[src/hw/rtl/gbe_pkg.sv]
// ============================================================================
// gbe_pkg
// Shared types, constants and helpers for the glyph bitmap expander.
// ============================================================================
package gbe_pkg;

    // Glyph size limits
    localparam int MAX_WIDTH  = 64;
    localparam int MAX_HEIGHT = 64;

    // Counter and size widths
    localparam int COL_W      = $clog2(MAX_WIDTH);
    localparam int ROW_W      = $clog2(MAX_HEIGHT);
    localparam int CFG_SIZE_W = 7;
    localparam int SIZE_A     = (COL_W + 1 > ROW_W + 1) ? COL_W + 1 : ROW_W + 1;
    localparam int SIZE_W     = (SIZE_A > CFG_SIZE_W) ? SIZE_A : CFG_SIZE_W;

    // Field widths
    localparam int BYTE_W     = 8;
    localparam int PIX_W      = 32;
    localparam int COORD_W    = 7;
    localparam int OPAC_W     = 5;
    localparam int ALPHA_W    = 4;
    localparam int PIDX_W     = 3;

    // Configuration port
    localparam int APB_AW     = 5;
    localparam int APB_DW     = 32;

    // Register reset values
    localparam logic [PIX_W-1:0]      FORE_RST    = 32'h0000_FFFF;
    localparam logic [PIX_W-1:0]      BACK_RST    = 32'h0000_0000;
    localparam logic [OPAC_W-1:0]     OPAC_RST    = 5'd16;
    localparam logic [CFG_SIZE_W-1:0] SIZE_RST    = 7'd16;
    localparam logic [OPAC_W-1:0]     OPAC_FULL   = 5'd16;
    localparam logic [PIX_W-1:0]      MASK_16BIT  = 32'h0000_FFFF;

    // Last pixel index within one byte
    localparam logic [PIDX_W-1:0]     LAST_MONO   = 3'd7;
    localparam logic [PIDX_W-1:0]     LAST_SMOOTH = 3'd1;

    // Register map (word index)
    typedef enum logic [2:0] {
        REG_SMOOTH  = 3'd0,
        REG_FORE    = 3'd1,
        REG_BACK    = 3'd2,
        REG_OPACITY = 3'd3,
        REG_DOUBLE  = 3'd4,
        REG_WIDTH   = 3'd5,
        REG_HEIGHT  = 3'd6,
        REG_PIX16   = 3'd7
    } reg_idx_t;

    // Quad position when doubling
    typedef enum logic [1:0] {
        QUAD_TL = 2'd0,
        QUAD_TR = 2'd1,
        QUAD_BL = 2'd2,
        QUAD_BR = 2'd3
    } quad_t;

    // Configuration register set
    typedef struct packed {
        logic                  smooth_mode;
        logic [PIX_W-1:0]      fore_color;
        logic [PIX_W-1:0]      back_color;
        logic [OPAC_W-1:0]     opacity_level;
        logic                  double_enable;
        logic [CFG_SIZE_W-1:0] glyph_width;
        logic [CFG_SIZE_W-1:0] glyph_height;
        logic                  pixel_16bit;
    } cfg_t;

    // Queue entry: one classified byte
    typedef struct packed {
        logic [BYTE_W-1:0] packed_byte;
        logic              smooth;
        logic [PIDX_W-1:0] last_pix;
    } entry_t;

    // Saturate a size register to 1..maxv
    function automatic logic [SIZE_W-1:0] clamp_size(
        input logic [CFG_SIZE_W-1:0] v,
        input logic [SIZE_W-1:0]     maxv
    );
        logic [SIZE_W-1:0] r;
        r = SIZE_W'(v);
        if (v == '0)
            r = SIZE_W'(1);
        else if (r > maxv)
            r = maxv;
        return r;
    endfunction

endpackage

[src/hw/rtl/gbe_byte_if.sv]
// ============================================================================
// gbe_byte_if
// Input channel: one packed glyph byte per transaction.
// ============================================================================
interface gbe_byte_if;
    logic                      valid;
    logic                      ready;
    logic [gbe_pkg::BYTE_W-1:0] packed_byte;

    modport source (output valid, output packed_byte, input ready);
    modport sink   (input valid, input packed_byte, output ready);
endinterface

[src/hw/rtl/gbe_pix_if.sv]
// ============================================================================
// gbe_pix_if
// Output channel: one expanded pixel per transaction.
// ============================================================================
interface gbe_pix_if;
    logic                        valid;
    logic                        ready;
    logic [gbe_pkg::PIX_W-1:0]   pixel_value;
    logic [gbe_pkg::COORD_W-1:0] pixel_x;
    logic [gbe_pkg::COORD_W-1:0] pixel_y;
    logic                        glyph_done;
    logic                        run_last;

    modport source (output valid, output pixel_value, output pixel_x, output pixel_y,
                    output glyph_done, output run_last, input ready);
    modport sink   (input valid, input pixel_value, input pixel_x, input pixel_y,
                    input glyph_done, input run_last, output ready);
endinterface

[src/hw/rtl/glyph_bitmap_expander.sv]
// ============================================================================
// glyph_bitmap_expander
// Expands packed glyph bytes into positioned pixels, mono or smooth,
// with optional 2x2 pixel doubling.
// ============================================================================
// The block delivers one pixel transaction per clock on the output channel
// while the output is ready and a byte is in hand. A mono byte gives 8 pixels,
// a smooth byte 2 pixels; with doubling every pixel becomes 4 transactions. A
// smooth byte at opacity zero gives no output but still advances the position.
// A byte that ends the glyph stops at the glyph's last pixel. The output walker
// and its single output register set the rate; a two-entry input queue lets
// the next bytes be taken while a byte is being expanded and while a finished
// pixel waits on the output.
module glyph_bitmap_expander (
    input  logic                         clk,
    input  logic                         rst_n,
    gbe_byte_if.sink                     in_ch,
    gbe_pix_if.source                    out_ch,
    input  logic                         psel,
    input  logic                         penable,
    input  logic                         pwrite,
    input  logic [gbe_pkg::APB_AW-1:0]   paddr,
    input  logic [gbe_pkg::APB_DW-1:0]   pwdata,
    output logic [gbe_pkg::APB_DW-1:0]   prdata,
    output logic                         pready
);

    gbe_pkg::cfg_t   cfg;
    logic            q_valid;
    logic            q_pop;
    gbe_pkg::entry_t q_entry;

    assign pready = 1'b1;

    // Configuration registers
    gbe_regs u_regs (
        .clk     (clk),
        .rst_n   (rst_n),
        .psel    (psel),
        .penable (penable),
        .pwrite  (pwrite),
        .paddr   (paddr),
        .pwdata  (pwdata),
        .prdata  (prdata),
        .cfg     (cfg)
    );

    // Input side and queue
    gbe_front u_front (
        .clk         (clk),
        .rst_n       (rst_n),
        .in_ch       (in_ch),
        .smooth_mode (cfg.smooth_mode),
        .q_valid     (q_valid),
        .q_entry     (q_entry),
        .q_pop       (q_pop)
    );

    // Pixel walker and output
    gbe_back u_back (
        .clk     (clk),
        .rst_n   (rst_n),
        .cfg     (cfg),
        .q_valid (q_valid),
        .q_entry (q_entry),
        .q_pop   (q_pop),
        .out_ch  (out_ch)
    );

endmodule

[src/hw/rtl/gbe_regs.sv]
// ============================================================================
// gbe_regs
// APB-style configuration register file.
// ============================================================================
module gbe_regs (
    input  logic                         clk,
    input  logic                         rst_n,
    input  logic                         psel,
    input  logic                         penable,
    input  logic                         pwrite,
    input  logic [gbe_pkg::APB_AW-1:0]   paddr,
    input  logic [gbe_pkg::APB_DW-1:0]   pwdata,
    output logic [gbe_pkg::APB_DW-1:0]   prdata,
    output gbe_pkg::cfg_t                cfg
);

    gbe_pkg::cfg_t     cfg_reg;
    gbe_pkg::reg_idx_t idx;
    logic              wr_en;

    assign idx   = gbe_pkg::reg_idx_t'(paddr[gbe_pkg::APB_AW-1:2]);
    assign wr_en = psel && penable && pwrite;
    assign cfg   = cfg_reg;

    // Register writes
    always_ff @(posedge clk or negedge rst_n)
    begin
        if (!rst_n)
        begin
            cfg_reg.smooth_mode   <= 1'b0;
            cfg_reg.fore_color    <= gbe_pkg::FORE_RST;
            cfg_reg.back_color    <= gbe_pkg::BACK_RST;
            cfg_reg.opacity_level <= gbe_pkg::OPAC_RST;
            cfg_reg.double_enable <= 1'b0;
            cfg_reg.glyph_width   <= gbe_pkg::SIZE_RST;
            cfg_reg.glyph_height  <= gbe_pkg::SIZE_RST;
            cfg_reg.pixel_16bit   <= 1'b1;
        end
        else if (wr_en)
        begin
            unique case (idx)
                gbe_pkg::REG_SMOOTH:  cfg_reg.smooth_mode   <= pwdata[0];
                gbe_pkg::REG_FORE:    cfg_reg.fore_color    <= pwdata;
                gbe_pkg::REG_BACK:    cfg_reg.back_color    <= pwdata;
                gbe_pkg::REG_OPACITY: cfg_reg.opacity_level <= pwdata[gbe_pkg::OPAC_W-1:0];
                gbe_pkg::REG_DOUBLE:  cfg_reg.double_enable <= pwdata[0];
                gbe_pkg::REG_WIDTH:   cfg_reg.glyph_width   <= pwdata[gbe_pkg::CFG_SIZE_W-1:0];
                gbe_pkg::REG_HEIGHT:  cfg_reg.glyph_height  <= pwdata[gbe_pkg::CFG_SIZE_W-1:0];
                gbe_pkg::REG_PIX16:   cfg_reg.pixel_16bit   <= pwdata[0];
                default:              cfg_reg.smooth_mode   <= cfg_reg.smooth_mode;
            endcase
        end
    end

    // Read mux
    always_comb
    begin
        unique case (idx)
            gbe_pkg::REG_SMOOTH:  prdata = gbe_pkg::APB_DW'(cfg_reg.smooth_mode);
            gbe_pkg::REG_FORE:    prdata = cfg_reg.fore_color;
            gbe_pkg::REG_BACK:    prdata = cfg_reg.back_color;
            gbe_pkg::REG_OPACITY: prdata = gbe_pkg::APB_DW'(cfg_reg.opacity_level);
            gbe_pkg::REG_DOUBLE:  prdata = gbe_pkg::APB_DW'(cfg_reg.double_enable);
            gbe_pkg::REG_WIDTH:   prdata = gbe_pkg::APB_DW'(cfg_reg.glyph_width);
            gbe_pkg::REG_HEIGHT:  prdata = gbe_pkg::APB_DW'(cfg_reg.glyph_height);
            gbe_pkg::REG_PIX16:   prdata = gbe_pkg::APB_DW'(cfg_reg.pixel_16bit);
            default:              prdata = '0;
        endcase
    end

endmodule

[src/hw/rtl/gbe_front.sv]
// ============================================================================
// gbe_front
// Accepts packed bytes, tags them with mode and last pixel index, queues them.
// ============================================================================
module gbe_front (
    input  logic                  clk,
    input  logic                  rst_n,
    gbe_byte_if.sink              in_ch,
    input  logic                  smooth_mode,
    output logic                  q_valid,
    output gbe_pkg::entry_t       q_entry,
    input  logic                  q_pop
);

    localparam int DEPTH = 2;

    gbe_pkg::entry_t  mem_reg [DEPTH];
    logic             wr_ptr_reg, wr_ptr_next;
    logic             rd_ptr_reg, rd_ptr_next;
    logic [1:0]       count_reg, count_next;
    logic             push;
    gbe_pkg::entry_t  new_entry;

    // Classify the incoming byte
    always_comb
    begin
        new_entry.packed_byte = in_ch.packed_byte;
        new_entry.smooth      = smooth_mode;
        new_entry.last_pix    = smooth_mode ? gbe_pkg::LAST_SMOOTH : gbe_pkg::LAST_MONO;
    end

    assign in_ch.ready = (count_reg != 2'(DEPTH));
    assign push        = in_ch.valid && in_ch.ready;
    assign q_valid     = (count_reg != '0);
    assign q_entry     = mem_reg[rd_ptr_reg];

    // Pointer and fill count
    always_comb
    begin
        wr_ptr_next = push  ? !wr_ptr_reg : wr_ptr_reg;
        rd_ptr_next = q_pop ? !rd_ptr_reg : rd_ptr_reg;
        count_next  = count_reg + 2'(push) - 2'(q_pop);
    end

    always_ff @(posedge clk or negedge rst_n)
    begin
        if (!rst_n)
        begin
            wr_ptr_reg <= 1'b0;
            rd_ptr_reg <= 1'b0;
            count_reg  <= '0;
        end
        else
        begin
            wr_ptr_reg <= wr_ptr_next;
            rd_ptr_reg <= rd_ptr_next;
            count_reg  <= count_next;
        end
    end

    // Queue storage
    always_ff @(posedge clk)
    begin
        if (push)
            mem_reg[wr_ptr_reg] <= new_entry;
    end

endmodule

[src/hw/rtl/gbe_back.sv]
// ============================================================================
// gbe_back
// Walks the pixels of each queued byte, tracks glyph position and drives the
// output register, one pixel (or quad corner) per cycle while output is ready.
// ============================================================================
module gbe_back (
    input  logic                  clk,
    input  logic                  rst_n,
    input  gbe_pkg::cfg_t         cfg,
    input  logic                  q_valid,
    input  gbe_pkg::entry_t       q_entry,
    output logic                  q_pop,
    gbe_pix_if.source             out_ch
);

    localparam int XW = gbe_pkg::COL_W + gbe_pkg::COORD_W;
    localparam int YW = gbe_pkg::ROW_W + gbe_pkg::COORD_W;

    // Work registers
    logic                            busy_reg, busy_next;
    gbe_pkg::entry_t                 cur_reg, cur_next;
    logic [gbe_pkg::PIDX_W-1:0]      pix_reg, pix_next;
    gbe_pkg::quad_t                  quad_reg, quad_next;
    logic [gbe_pkg::COL_W-1:0]       col_reg, col_next;
    logic [gbe_pkg::ROW_W-1:0]       row_reg, row_next;

    // Output register
    logic                            ov_reg, ov_next;
    logic [gbe_pkg::PIX_W-1:0]       oval_reg, oval_next;
    logic [gbe_pkg::COORD_W-1:0]     ox_reg, ox_next;
    logic [gbe_pkg::COORD_W-1:0]     oy_reg, oy_next;
    logic                            odone_reg, odone_next;
    logic                            olast_reg, olast_next;

    logic [gbe_pkg::SIZE_W-1:0]      w, h;
    logic                            row_end, glyph_end;
    logic                            step, emit, quad_last, pix_last, finish;
    logic [gbe_pkg::ALPHA_W-1:0]     alpha;
    logic [2*gbe_pkg::ALPHA_W-1:0]   scaled;
    logic [gbe_pkg::PIX_W-1:0]       val;
    logic                            bit_v;
    logic [XW-1:0]                   x_w;
    logic [YW-1:0]                   y_w;

    // Position decode
    always_comb
    begin
        w = gbe_pkg::clamp_size(cfg.glyph_width,  gbe_pkg::SIZE_W'(gbe_pkg::MAX_WIDTH));
        h = gbe_pkg::clamp_size(cfg.glyph_height, gbe_pkg::SIZE_W'(gbe_pkg::MAX_HEIGHT));
        row_end   = (gbe_pkg::SIZE_W'(col_reg) + gbe_pkg::SIZE_W'(1)) >= w;
        glyph_end = row_end
                    && ((gbe_pkg::SIZE_W'(row_reg) + gbe_pkg::SIZE_W'(1)) >= h);
    end

    // Pixel value
    always_comb
    begin
        alpha  = (pix_reg == '0) ? cur_reg.packed_byte[7:4] : cur_reg.packed_byte[3:0];
        scaled = alpha * cfg.opacity_level[gbe_pkg::ALPHA_W-1:0];
        bit_v  = cur_reg.packed_byte[3'(gbe_pkg::LAST_MONO - pix_reg)];
        emit   = 1'b1;
        if (cur_reg.smooth)
        begin
            priority if (cfg.opacity_level == '0)
            begin
                emit = 1'b0;
                val  = '0;
            end
            else if (cfg.opacity_level < gbe_pkg::OPAC_FULL)
                val = gbe_pkg::PIX_W'(scaled[2*gbe_pkg::ALPHA_W-1:gbe_pkg::ALPHA_W]);
            else
                val = gbe_pkg::PIX_W'(alpha);
        end
        else
        begin
            val = bit_v ? cfg.fore_color : cfg.back_color;
            if (cfg.pixel_16bit)
                val = val & gbe_pkg::MASK_16BIT;
        end
    end

    // Coordinates, doubled with quad offset when doubling
    always_comb
    begin
        if (cfg.double_enable)
        begin
            x_w = (XW'(col_reg) << 1) | XW'(quad_reg[0]);
            y_w = (YW'(row_reg) << 1) | YW'(quad_reg[1]);
        end
        else
        begin
            x_w = XW'(col_reg);
            y_w = YW'(row_reg);
        end
    end

    // Sequencing
    always_comb
    begin
        step      = busy_reg && (!ov_reg || out_ch.ready);
        quad_last = !cfg.double_enable || !emit || (quad_reg == gbe_pkg::QUAD_BR);
        pix_last  = glyph_end || (pix_reg == cur_reg.last_pix);
        finish    = step && quad_last && pix_last;
        q_pop     = q_valid && (!busy_reg || finish);
    end

    // Next state of the walker
    always_comb
    begin
        busy_next = busy_reg;
        cur_next  = cur_reg;
        pix_next  = pix_reg;
        quad_next = quad_reg;
        col_next  = col_reg;
        row_next  = row_reg;
        if (step)
        begin
            if (!quad_last)
                quad_next = gbe_pkg::quad_t'(quad_reg + 2'd1);
            else
            begin
                quad_next = gbe_pkg::QUAD_TL;
                pix_next  = pix_reg + 3'd1;
                priority if (glyph_end)
                begin
                    col_next = '0;
                    row_next = '0;
                end
                else if (row_end)
                begin
                    col_next = '0;
                    row_next = row_reg + gbe_pkg::ROW_W'(1);
                end
                else
                    col_next = col_reg + gbe_pkg::COL_W'(1);
            end
        end
        if (finish)
        begin
            busy_next = 1'b0;
            pix_next  = '0;
            quad_next = gbe_pkg::QUAD_TL;
        end
        if (q_pop)
        begin
            busy_next = 1'b1;
            cur_next  = q_entry;
            pix_next  = '0;
            quad_next = gbe_pkg::QUAD_TL;
        end
    end

    // Next state of the output register
    always_comb
    begin
        ov_next    = ov_reg && !out_ch.ready;
        oval_next  = oval_reg;
        ox_next    = ox_reg;
        oy_next    = oy_reg;
        odone_next = odone_reg;
        olast_next = olast_reg;
        if (step && emit)
        begin
            ov_next    = 1'b1;
            oval_next  = val;
            ox_next    = x_w[gbe_pkg::COORD_W-1:0];
            oy_next    = y_w[gbe_pkg::COORD_W-1:0];
            odone_next = glyph_end && quad_last;
            olast_next = quad_last && pix_last;
        end
    end

    always_ff @(posedge clk or negedge rst_n)
    begin
        if (!rst_n)
        begin
            busy_reg <= 1'b0;
            pix_reg  <= '0;
            quad_reg <= gbe_pkg::QUAD_TL;
            col_reg  <= '0;
            row_reg  <= '0;
            ov_reg   <= 1'b0;
        end
        else
        begin
            busy_reg <= busy_next;
            pix_reg  <= pix_next;
            quad_reg <= quad_next;
            col_reg  <= col_next;
            row_reg  <= row_next;
            ov_reg   <= ov_next;
        end
    end

    // Payload registers
    always_ff @(posedge clk)
    begin
        cur_reg   <= cur_next;
        oval_reg  <= oval_next;
        ox_reg    <= ox_next;
        oy_reg    <= oy_next;
        odone_reg <= odone_next;
        olast_reg <= olast_next;
    end

    assign out_ch.valid       = ov_reg;
    assign out_ch.pixel_value = oval_reg;
    assign out_ch.pixel_x     = ox_reg;
    assign out_ch.pixel_y     = oy_reg;
    assign out_ch.glyph_done  = odone_reg;
    assign out_ch.run_last    = olast_reg;

    // The glyph's final pixel always closes its byte
    a_done_is_last: assert property (@(posedge clk) disable iff (!rst_n)
        (ov_reg && odone_reg) |-> olast_reg)
        else $error("glyph_done without run_last");

    // Idle walker sits at the first pixel and quad
    a_idle_clear: assert property (@(posedge clk) disable iff (!rst_n)
        !busy_reg |-> (pix_reg == '0 && quad_reg == gbe_pkg::QUAD_TL))
        else $error("walker not cleared while idle");

    // Glyph end returns the position to the origin
    a_glyph_wrap: assert property (@(posedge clk) disable iff (!rst_n)
        (step && quad_last && glyph_end) |=> (col_reg == '0 && row_reg == '0))
        else $error("position not cleared at glyph end");

endmodule
[src/flat_wrapper.sv]
// flat-port wrapper written by rule: the top's interface ports become plain ports
module glyph_bitmap_expander_flat 
  (clk, rst_n, psel, penable, pwrite, paddr, pwdata, prdata, pready, in_ch_valid, in_ch_packed_byte, in_ch_ready, out_ch_valid, out_ch_pixel_value, out_ch_pixel_x, out_ch_pixel_y, out_ch_glyph_done, out_ch_run_last, out_ch_ready);
  gbe_byte_if in_ch_i ();
  gbe_pix_if out_ch_i ();
  input  logic clk;
  input  logic rst_n;
  input  logic psel;
  input  logic penable;
  input  logic pwrite;
  input  logic [gbe_pkg::APB_AW-1:0] paddr;
  input  logic [gbe_pkg::APB_DW-1:0] pwdata;
  output logic [gbe_pkg::APB_DW-1:0] prdata;
  output logic pready;
  input wire logic [$bits(in_ch_i.valid)-1:0] in_ch_valid;
  input wire logic [$bits(in_ch_i.packed_byte)-1:0] in_ch_packed_byte;
  output wire logic [$bits(in_ch_i.ready)-1:0] in_ch_ready;
  output wire logic [$bits(out_ch_i.valid)-1:0] out_ch_valid;
  output wire logic [$bits(out_ch_i.pixel_value)-1:0] out_ch_pixel_value;
  output wire logic [$bits(out_ch_i.pixel_x)-1:0] out_ch_pixel_x;
  output wire logic [$bits(out_ch_i.pixel_y)-1:0] out_ch_pixel_y;
  output wire logic [$bits(out_ch_i.glyph_done)-1:0] out_ch_glyph_done;
  output wire logic [$bits(out_ch_i.run_last)-1:0] out_ch_run_last;
  input wire logic [$bits(out_ch_i.ready)-1:0] out_ch_ready;
  assign in_ch_i.valid = in_ch_valid;
  assign in_ch_i.packed_byte = in_ch_packed_byte;
  assign in_ch_ready = in_ch_i.ready;
  assign out_ch_valid = out_ch_i.valid;
  assign out_ch_pixel_value = out_ch_i.pixel_value;
  assign out_ch_pixel_x = out_ch_i.pixel_x;
  assign out_ch_pixel_y = out_ch_i.pixel_y;
  assign out_ch_glyph_done = out_ch_i.glyph_done;
  assign out_ch_run_last = out_ch_i.run_last;
  assign out_ch_i.ready = out_ch_ready;
  glyph_bitmap_expander u_core (.clk(clk), .rst_n(rst_n), .in_ch(in_ch_i), .out_ch(out_ch_i), .psel(psel), .penable(penable), .pwrite(pwrite), .paddr(paddr), .pwdata(pwdata), .prdata(prdata), .pready(pready));
endmodule
[config.mk]
export PLATFORM = sky130hd
export DESIGN_NAME = glyph_bitmap_expander_flat
export DESIGN_NICKNAME = d
export VERILOG_FILES = /design/src/hw/rtl/gbe_pkg.sv /design/src/hw/rtl/gbe_byte_if.sv /design/src/hw/rtl/gbe_pix_if.sv /design/src/hw/rtl/glyph_bitmap_expander.sv /design/src/hw/rtl/gbe_regs.sv /design/src/hw/rtl/gbe_front.sv /design/src/hw/rtl/gbe_back.sv /design/src/flat_wrapper.sv
export SDC_FILE = /design/constraint.sdc
export NUM_CORES = 1
export LEC_CHECK = 0
export ABC_AREA = 1
export BUFFER_PORTS_ARGS = -buffer_cell sky130_fd_sc_hd__buf_2
export CAP_MARGIN = 15
export CORE_UTILIZATION = 50
export DETAILED_ROUTE_END_ITERATION = 10
export PLACE_DENSITY = 0.71
export SLEW_MARGIN = 20
export SYNTH_ARGS = -nofsm -noshare
export SYNTH_HDL_FRONTEND = slang
export SYNTH_SLANG_ARGS = --single-unit
[constraint.sdc]
create_clock -name clk -period 4.65 [get_ports clk]
set_input_delay 0.465 -clock clk [delete_from_list [all_inputs] [get_ports clk]]
set_output_delay 0.465 -clock clk [all_outputs]
set_load 0.03 [all_outputs]
==> reports/metrics.cfg, run 1 <==
[worst_setup_path]
cp.arrival_ns=3.90
startpoint_type=register
path_class=reg2reg
cp.required_ns=4.82
critPathCaptureType=register
crit_fanout=10

[global_route]
antenna_found_initial=0
grt_util_all_layers_pct=22.1
grt_pass1_wl_um=32000
grt_max_degree=81
first_global_vias=6512
grt-ovfl-total=0

[layout]
fill_cells=1607
syn2layout_area_growth_pct=14.9
largest_register_ffs=86
insertedDiodeCount=0
nNetsFinal=1211
final_cells=1367
final_core_util_pct=58.8
final_layout_size_suffix_gt1_share_pct=19.8

[timing]
rsz0062_at_grt=no
finalCritPeriodShare_pct=80.2
fin_crit_ns=3.73
hold_violations=0
clock.fmax_mhz=268
finalSetupTns_ns=0
hold_ws_ns=0.0722
tightest_slew_ns=1.05
setup_violations=0
final_max_slew_viol_count=0
fin_worst_skew_ns=0.0107
slew_headroom_pct=29.5

[floorplanning]
die_w_um=138
initial_core_util_pct=51.1
io_pins=135
fp-row-count=49
dieArea_sq_um=19000
core_area_sq_um=18000
dieHeight_um=138

[cts]
cts_resized=0
cts_hold_buf=0
clkTransAtPathRegs_ns=0.08
cts.path.max_buffers=2
numClockSinks=187
clock_latency_ns=0.43
cts_tree=built
post_cts_buffers=0
cts_root_buffer=clkbuf_16
cts.htree.levels=4
cts_buffers=17

[yosys]
synthFlopType=dfrtp_1
synth_edf_count=78
synth_area_per_cell_sq_um=9.16
async_flop_share_pct=58.3
synth_area_sq_um=9220
yosys_warnings=0
ys_seq_elements=187
netlist_instances=1006
synth_cell_types=50
synth_fp_nets=1092
synth-seq-area-share_pct=55.3

[drt]
post_drt_wl_per_cell_um=14.9
ant_nets=0
met1_length_um=8900
met2WireLength_um=10300
via_per_inst=5.26
drt-pass1-iter-count=7
drt_iter0_markers=441
top_layer=met4
met3WireLength_um=855
vias=7186
wirelength_um=20300
drc=0

[placed_design]
hpwl_um=14100
gp_congestion=0.876
port_buffers=131
dp.cells=1335

[power_and_ir_drop]
power.density_nw_per_um2=644
p_leak_nw=5.05
peakVddDrop_v=0.000300

[status]
run_status=finished clean

[min_path]
hp-class=in2async

[run]
maxCapViolations=0

cell families after synthesis:
family,after synthesis,synth area share [%]
and+or+nand+nor,367,16.9
AOI/OAI and AO/OA,241,14.6
DFF,187,55.3
buffers and inverters,165,7.32
adders and majority gates,34,4.86
xor gates and xnor gates,11,1.05
other,1,0.0407
cell type report:
type / count / area (sq um) / share of cell area [%]
Tap cell: 229 / 287 / 2.70
Timing Repair Buffer: 136 / 699 / 6.60
Clock buffer: 17 / 425 / 4.02
Inverter: 129 / 488 / 4.61
Sequential cell: 187 / 5090 / 48.1
Clock inverter: 15 / 129 / 1.22
Multi-Input combinational cell: 654 / 3470 / 32.8
power by group:
group	switching [W]	internal (W)
combinational	0.00190	0.000805
sequential	0.000323	0.00241
clock	0.000677	0.000708
total	0.00290	0.00392
synthesized netlist by cell type, types with 10 or more instances:
| cell type | number | share of area, % |
|---|---|---|
| dfrtp_1 | 89 | 24 |
| inv_1 | 116 | 4.7 |
| o21ai_0 | 159 | 8.6 |
| ha_1 | 31 | 4.2 |
| nand2_1 | 230 | 9.4 |
| o21ai_1 | 10 | 0.54 |
| a22o_1 | 14 | 1.3 |
| nand3_1 | 33 | 1.8 |
| dfstp_2 | 20 | 5.7 |
| a21oi_1 | 30 | 1.6 |
| inv_2 | 10 | 0.41 |
| nor2_1 | 75 | 3.1 |
| edfxtp_1 | 78 | 25 |
| clkbuf_1 | 20 | 0.81 |
metrics by stage:
| stage | setup WS [ns] | total power, W | cell area [sq um] |
|---|---|---|---|
| 3_5_place_dp | 0.958 | 0.00547 | 10000 |
| 6_report | 0.921 | 0.00682 | 10600 |
| 5_1_grt | 0.693 | 0.00730 | 10600 |
| 3_3_place_gp | 1.01 | 0.00539 | 10000 |
| 4_1_cts | 0.936 | 0.00687 | 10600 |
| 2_1_floorplan | 1.24 | 0.00477 | 9220 |
layer usage:
layer	vias to the layer above	GRT usage, %
met1	3412	28.3
met4	0	6.70
li1	3579	-
met3	21	3.94
met2	174	37.9
met5	-	0
cells in the final DEF (no fill, tap or decap), drive strengths merged, types with 2 or more instances in the layout:
| cell type | n |
|---|---|
| a21oi | 33 |
| a221o | 2 |
| a221oi | 4 |
| a22o | 14 |
| buf | 136 |
| clkbuf | 17 |
| clkinv | 5 |
| dfrtp | 89 |
| dfstp | 20 |
| edfxtp | 78 |
| fa | 3 |
| ha | 31 |
| inv | 138 |
| nand2 | 240 |
| nand3 | 35 |
| nand3b | 4 |
| nand4 | 2 |
| nor2 | 78 |
| nor3 | 5 |
| nor4 | 2 |
| o211ai | 2 |
| o21ai | 171 |
| o221ai | 2 |
| o22ai | 9 |
| xnor2 | 2 |
| xor2 | 9 |
final timing paths:
kind,slack (ns),cells past startpoint,end,start
max reg2reg,0.92,17,u_core.u_back.out_ch.pixel_value[3]$_DFFE_PP_,u_core.u_back.pix_reg[0]$_DFFE_PN0P_
min,0.07,1,u_core.u_regs.cfg[34]$_DFFE_PN0P_,rst_n
max,0.92,17,u_core.u_back.out_ch.pixel_value[3]$_DFFE_PP_,u_core.u_back.pix_reg[0]$_DFFE_PN0P_
min in group clk,0.22,1,u_core.u_front.mem_reg[0][9]$_DFFE_PP_,in_ch_packed_byte[5]
min reg2reg,0.48,2,u_core.u_regs.cfg[56]$_DFFE_PN1P_,u_core.u_regs.cfg[56]$_DFFE_PN1P_
max in group asynchronous,3.59,2,u_core.u_regs.cfg[57]$_DFFE_PN1P_,rst_n
critical path: stages (launching register included):
cell      delay [ns]
dfrtp_1         0.52
inv_2           0.09
ha_1            0.26
nand2_4         0.12
nand2_1         0.07
o21ai_2         0.11
nand2_1         0.12
fa_1            0.52
fa_1            0.55
inv_1           0.05
ha_1            0.20
a21oi_1         0.24
nor2_1          0.07
a211oi_1        0.24
a21o_1          0.16
nand3_1         0.05
nand2_1         0.07
nand2_1         0.04
No activity file was read; power rests on OpenSTA's default activity.
==> run 2: changes to the inputs <==
Clock period 4.65 ns to 3.6 ns, I/O delays scaled along.
==> run 2 against run 1 <==
Against the previous run:
- count of clock-buffer cells in the layout grew 5
- via count shrank 0.13%
- maximum frequency grew 11%
- register-to-register slack lost 0.69 ns
- first-iteration DRC count shrank 7.7%
- largest cell class unchanged
- clock power grew 33%
- critical path type unchanged
- flip-flop and latch count is the same
- power grew 31%
- combinational power grew 32%
- utilization grew 0.52 points
- final cell count grew 0.59%
==> reports/metrics.cfg, run 2 (synthesis gave the netlist of run 1 again) <==
[worst_setup_path]
path_class=reg2reg  ; unchanged
cp_slowest_cell=fa_1  ; unchanged
rr_startpoint=u_core.u_back.pix_reg[0]$_DFFE_PN0P_  ; unchanged
reg2reg_depth=16  ; was 17
cp.required_ns=3.78  ; was 4.82 ns
path_cells=inv_2 -> ha_1 -> nand2_4 -> o21ai_2 -> nand2_1 -> fa_1 -> fa_1 -> inv_1 -> ha_1 -> a21oi_2 -> nor2_1 -> a211oi_2 -> a21o_1 -> nand3_1 -> nand2_1 -> nand2_1  ; was inv_2 -> ha_1 -> nand2_4 -> nand2_1 -> o21ai_2 -> nand2_1 -> fa_1 -> fa_1 -> inv_1 -> ha_1 -> a21oi_1 -> nor2_1 -> a211oi_1 -> a21o_1 -> nand3_1 -> nand2_1 -> nand2_1
critical_path.top_delay_family=adder cells  ; unchanged
cp_slowest_stage_delay_ns=0.51  ; was 0.55 ns
crit_buf_inv=2  ; unchanged
startpoint_type=register  ; unchanged
crit_top_cell=nand2_1  ; unchanged
reg2reg_slack_ns=0.23  ; was 0.92 ns
crit_fanout=7  ; was 10
cp.arrival_ns=3.54  ; was 3.90 ns
crit_start=u_core.u_back.pix_reg[0]$_DFFE_PN0P_  ; unchanged
r2r_end=u_core.u_back.out_ch.pixel_value[3]$_DFFE_PP_  ; unchanged
critPathCaptureType=register  ; unchanged

[power_and_ir_drop]
p_leak_nw=5.08  ; was 5.05 nW
p_int_w=0.00522  ; was 0.00392 W
p_comb_share_pct=40.0  ; was 39.7%
seq_power_share_pct=39.2  ; was 40.0%
total_power_w=0.00894  ; was 0.00682 W
switchingPower_w=0.00372  ; was 0.00290 W
switching_share_pct=41.6  ; was 42.5%
power.density_nw_per_um2=837  ; was 644 nW/um^2
clkPwrFrac_pct=20.7  ; was 20.3%
peakVddDrop_v=0.000410  ; was 0.000300 V

[global_route]
grt_pass1_wl_um=32200  ; was 32000 um
antenna_found_initial=0  ; unchanged
grt_max_degree=65  ; was 81
first_global_vias=6525  ; was 6512
grt_util_all_layers_pct=22.2  ; was 22.1%
grt-ovfl-total=0  ; unchanged

[layout]
nNetsFinal=1219  ; was 1211
insertedDiodeCount=0  ; unchanged
largest_register_ffs=86  ; unchanged
syn2layout_area_growth_pct=15.9  ; was 14.9%
layout_commonest_cell=nand2_1  ; unchanged
final_layout_size_suffix_gt1_share_pct=20.4  ; was 19.8%
final_cell_mix=nand2_1, o21ai_0, buf_2, inv_1, dfrtp_1  ; unchanged

[floorplanning]
die_w_um=138  ; unchanged
dieArea_sq_um=19000  ; unchanged
fp-row-count=49  ; unchanged
initial_core_util_pct=51.1  ; unchanged
dieHeight_um=138  ; unchanged
io_pins=135  ; unchanged
core_area_sq_um=18000  ; unchanged

[cts]
post_cts_buffers=0  ; unchanged
cts_tree=built  ; unchanged
cts.path.max_buffers=2  ; unchanged
numClockSinks=187  ; unchanged
cts.htree.levels=4  ; unchanged
clkTransAtPathRegs_ns=0.07  ; was 0.08 ns
clock_latency_ns=0.44  ; was 0.43 ns
cts_root_buffer=clkbuf_16  ; unchanged
cts_buffers=17  ; unchanged

[drt]
drt-pass1-iter-count=5  ; was 7
via_per_inst=5.22  ; was 5.26
drc=0  ; unchanged
drt_iter0_markers=407  ; was 441
ant_nets=0  ; unchanged
vias=7177  ; was 7186
wirelength_um=20300  ; about the same
post_drt_wl_per_cell_um=14.8  ; was 14.9 um

[timing]
fin_worst_skew_ns=0.0143  ; was 0.0107 ns
fin_crit_ns=3.37  ; was 3.73 ns
hold_violations=0  ; unchanged
finalCritPeriodShare_pct=93.5  ; was 80.2%
fin_ws_ns=0.233  ; was 0.921 ns
tightest_slew_ns=1.07  ; was 1.05 ns
setup_violations=0  ; unchanged
clock.fmax_mhz=297  ; was 268 MHz
final_max_slew_viol_count=0  ; unchanged
slew_headroom_pct=28.2  ; was 29.5%

[placed_design]
gp_congestion=0.892  ; was 0.876
port_buffers=131  ; unchanged
hpwl_um=14100  ; about the same
place_ws_ns=0.0544  ; was 0.958 ns

[run]
maxCapViolations=0  ; unchanged

[status]
run_status=finished clean  ; unchanged

[min_path]
holdPathStages=1
hp-class=in2reg  ; was in2async
min-delay-start=in_ch_packed_byte[5]
hold_path_end=u_core.u_front.mem_reg[0][9]$_DFFE_PP_

-- run 2: cell count changes in the layout (fill, tap and decap cells not counted), moves of 2 or more --
cell / before / now
o21ai_0: 159 / 157
buf_4: 5 / 13
inv_6: 6 / 4
inv_8: 4 / 0
clkbuf_1: 0 / 3
-- run 2: layout make-up --
class                           count  area (sq um)
Multi-Input combinational cell    654          3480
Tap cell                          229           287
Clock inverter                     10           104
Sequential cell                   187          5090
Inverter                          129           488
Fill cell                        1602          7340
Clock buffer                       22           475
Timing Repair Buffer              144           758
-- run 2: layer usage --
metal / GRT usage (%) / wire, um / vias up
li1: - / - / 3601
met2: 36.6 / 10000 / 190
met3: 4.01 / 801 / 27
met5: 0 / 0 / -
met1: 29.1 / 9100 / 3359
met4: 8.33 / 393 / 0
-- run 2: timing repair --
action | in CTS | in global routing
resized for setup | 0 | 6
hold buffers | 1 | 0
setup endpoints to repair | 0 | 3
hold endpoints to repair | 32 | 0
-- run 2: worst max path at each step --
stage | endpoint | slack [ns] | cells after the start
final | u_core.u_back.out_ch.pixel_value[3]$_DFFE_PP_ | 0.23 | 16
after global placement | u_core.u_back.out_ch.pixel_value[3]$_DFFE_PP_ | 0.16 | 16
after floorplan | u_core.u_back.out_ch.pixel_value[3]$_DFFE_PP_ | 0.19 | 17
after CTS | u_core.u_back.out_ch.pixel_value[3]$_DFFE_PP_ | 0.02 | 16
after global routing | u_core.u_back.out_ch.pixel_value[3]$_DFFE_PP_ | -0.002 | 16
after detailed placement | u_core.u_back.out_ch.pixel_value[3]$_DFFE_PP_ | 0.05 | 16
-- run 2: power by group through the flow --
stage               combinational [W]  clock [W]  sequential [W]
floorplan                     0.00213          0         0.00403
global placement              0.00350          0         0.00353
detailed placement            0.00357          0         0.00354
CTS                           0.00359    0.00188         0.00351
global route                  0.00403    0.00195         0.00360
finish                        0.00358    0.00185         0.00351
-- run 2: per-stage QoR --
step	cells	area (sq um)	setup TNS (ns)	hold WS [ns]	utilization [%]
after floorplan	1006	9220	0	0.0644	-
after global placement	1342	10100	0	0.419	55.9
after detailed placement	1342	10100	0	0.420	55.9
after CTS	1375	10700	0	0.100	59.2
after global routing	1375	10700	-0.00189	0.0995	59.3
final	1375	10700	0	0.113	59.3
==> run 3: changes to the inputs <==
Settings changed: PLACE_DENSITY 0.71 to 0.75.
Clock period 3.6 ns to 2.9 ns, I/O delays scaled along.
==> run 3 against run 2 <==
Against the previous run:
- the flow now finishes with violations (negative setup slack)
- routed wire length grew 5.8%
- sequential share of layout area shrank 2.1 points
- sequential power grew 23%
- highest routed layer unchanged
==> reports/metrics.cfg, run 3 (synthesis gave the netlist of run 1 again) <==
[layout]
fill_cells=1489  ; was 1602
largest_register_ffs=86  ; unchanged
postLayoutCellArea_sq_um=11200  ; was 10700 sq um
final_layout_size_suffix_gt1_share_pct=25.5  ; was 20.4%
layout_commonest_cell=nand2_1  ; unchanged
syn2layout_area_growth_pct=21.3  ; was 15.9%
nNetsFinal=1254  ; was 1219
insertedDiodeCount=0  ; unchanged
final_cell_mix=nand2_1, o21ai_0, buf_2, inv_1, dfrtp_1  ; unchanged
final_core_util_pct=62.1  ; was 59.3%

[timing]
final_max_slew_viol_count=0  ; unchanged
hold_ws_ns=0.0418  ; was 0.113 ns
fin_ws_ns=-0.332  ; was 0.233 ns
clock.fmax_mhz=309  ; was 297 MHz
finalCritPeriodShare_pct=111  ; was 93.5%
fin_crit_ns=3.23  ; was 3.37 ns
rsz0062_at_grt=yes
fin_worst_skew_ns=0.0108  ; was 0.0143 ns
tightest_slew_ns=0.863  ; was 1.07 ns
hold_violations=0  ; unchanged
slew_headroom_pct=42.2  ; was 28.2%
setup_violations=4  ; was 0

[status]
run_status=complete, but fails checks  ; was finished clean
violations=negative setup slack

[global_route]
grt_util_all_layers_pct=23.3  ; was 22.2%
grt_pass1_wl_um=33900  ; was 32200 um
grt_max_degree=76  ; was 65
grt-ovfl-total=0  ; unchanged
first_global_vias=7141  ; was 6525
antenna_found_initial=0  ; unchanged

[worst_setup_path]
startpoint_type=register  ; unchanged
path_class=reg2reg  ; unchanged
cp.required_ns=3.08  ; was 3.78 ns
reg2reg_depth=18  ; was 16
crit_fanout=7  ; unchanged
critPathCaptureType=register  ; unchanged
cp.arrival_ns=3.41  ; was 3.54 ns

[floorplanning]
core_area_sq_um=18000  ; unchanged
dieArea_sq_um=19000  ; unchanged
dieHeight_um=138  ; unchanged
io_pins=135  ; unchanged
initial_core_util_pct=51.1  ; unchanged
fp-row-count=49  ; unchanged
die_w_um=138  ; unchanged

[power_and_ir_drop]
p_leak_nw=5.27  ; was 5.08 nW
peakVddDrop_v=0.000609  ; was 0.000410 V
power.density_nw_per_um2=1060  ; was 837 nW/um^2

[placed_design]
hpwl_um=14500  ; was 14100 um
port_buffers=131  ; unchanged
gp_congestion=0.903  ; was 0.892
placed_area_sq_um=10300  ; was 10100 sq um

[cts]
numClockSinks=187  ; unchanged
clkTransAtPathRegs_ns=0.07  ; about the same
cts.path.max_buffers=2  ; unchanged
cts_buffers=17  ; unchanged
cts_root_buffer=clkbuf_16  ; unchanged
cts.htree.levels=4  ; unchanged
cts_tree=built  ; unchanged
clock_latency_ns=0.44  ; about the same

[drt]
via_per_inst=5.37  ; was 5.22
vias=7569  ; was 7177
drt_iter0_markers=479  ; was 407
wirelength_um=21500  ; was 20300 um
post_drt_wl_per_cell_um=15.2  ; was 14.8 um
drc=0  ; unchanged
ant_nets=0  ; unchanged
drt-pass1-iter-count=5  ; unchanged

[min_path]
hp-class=in2reg  ; unchanged
holdPathStages=1  ; unchanged

[run]
maxCapViolations=0  ; unchanged

run 3: repair_timing:
item,in CTS,in global routing
endpoints found under the hold margin,32,0
gates resized for setup,12,25
buffers inserted,1,11
endpoints found under the setup margin,4,17
pin swaps,7,16
hold buffers,1,0
run 3: path summary, 6_finish.rpt:
check	start	end	slack, ns
worst min-delay path	in_ch_packed_byte[5]	u_core.u_front.mem_reg[0][9]$_DFFE_PP_	0.04
worst max-delay path	u_core.u_back.pix_reg[1]$_DFFE_PN0P_	u_core.u_back.out_ch.pixel_value[1]$_DFFE_PP_	-0.33
worst min register to register	u_core.u_regs.cfg[47]$_DFFE_PN0P_	u_core.u_regs.cfg[47]$_DFFE_PN0P_	0.49
min in group asynchronous	rst_n	u_core.u_regs.cfg[35]$_DFFE_PN0P_	0.35
worst max register to register	u_core.u_back.pix_reg[1]$_DFFE_PN0P_	u_core.u_back.out_ch.pixel_value[1]$_DFFE_PP_	-0.33
max in group asynchronous	rst_n	u_core.u_regs.cfg[59]$_DFFE_PN1P_	1.74
run 3: final cells by class:
type / instances / area, sq um / share of cell area [%]
repair buffers: 179 / 1060 / 9.50
multi-input cells: 654 / 3650 / 32.6
clock buffers: 20 / 468 / 4.18
flip-flops and latches: 187 / 5100 / 45.6
clock inverters: 12 / 133 / 1.19
inverters: 129 / 490 / 4.39
well taps: 229 / 287 / 2.56
run 3: through the flow:
stage	total power [W]	setup slack, ns	instances	TNS [ns]
detailed placement	0.00916	-0.327	1365	-1.12
global placement	0.00902	-0.247	1365	-0.881
global route	0.0127	-0.445	1410	-1.67
finish	0.0119	-0.332	1410	-1.07
floorplan	0.00768	-0.243	1006	-0.757
CTS	0.0117	-0.246	1399	-0.869
run 3: report_power, final:
group / internal (W) / leakage (nW) / switching [W]
clock: 0.00135 / 0.292 / 0.00102
combinational: 0.00177 / 2.88 / 0.00339
sequential: 0.00386 / 2.10 / 0.000465
run 3: worst max-delay path, stage by stage, from the launching register on:
cell and delay, ns:
dfrtp_1 0.40, inv_2 0.08, ha_4 0.16, nand2_8 0.08, o21ai_4 0.14, nand2_2 0.07, fa_1 0.49, fa_1 0.52
inv_2 0.05, ha_4 0.26, buf_6 0.08, nand2_2 0.05, nand3b_1 0.22, nand2_1 0.10, nand2_1 0.05, nand2_1 0.06
nand2_1 0.05, nand2_1 0.06, nand2_1 0.06
run 3: routing by layer:
| metal | routed length (um) | global-route usage (%) | vias up |
|---|---|---|---|
| li1 | - | - | 3672 |
| met1 | 9030 | 29.9 | 3630 |
| met2 | 10900 | 39.2 | 236 |
| met3 | 1070 | 4.05 | 31 |
| met4 | 467 | 8.94 | 0 |
| met5 | 0 | 0 | - |
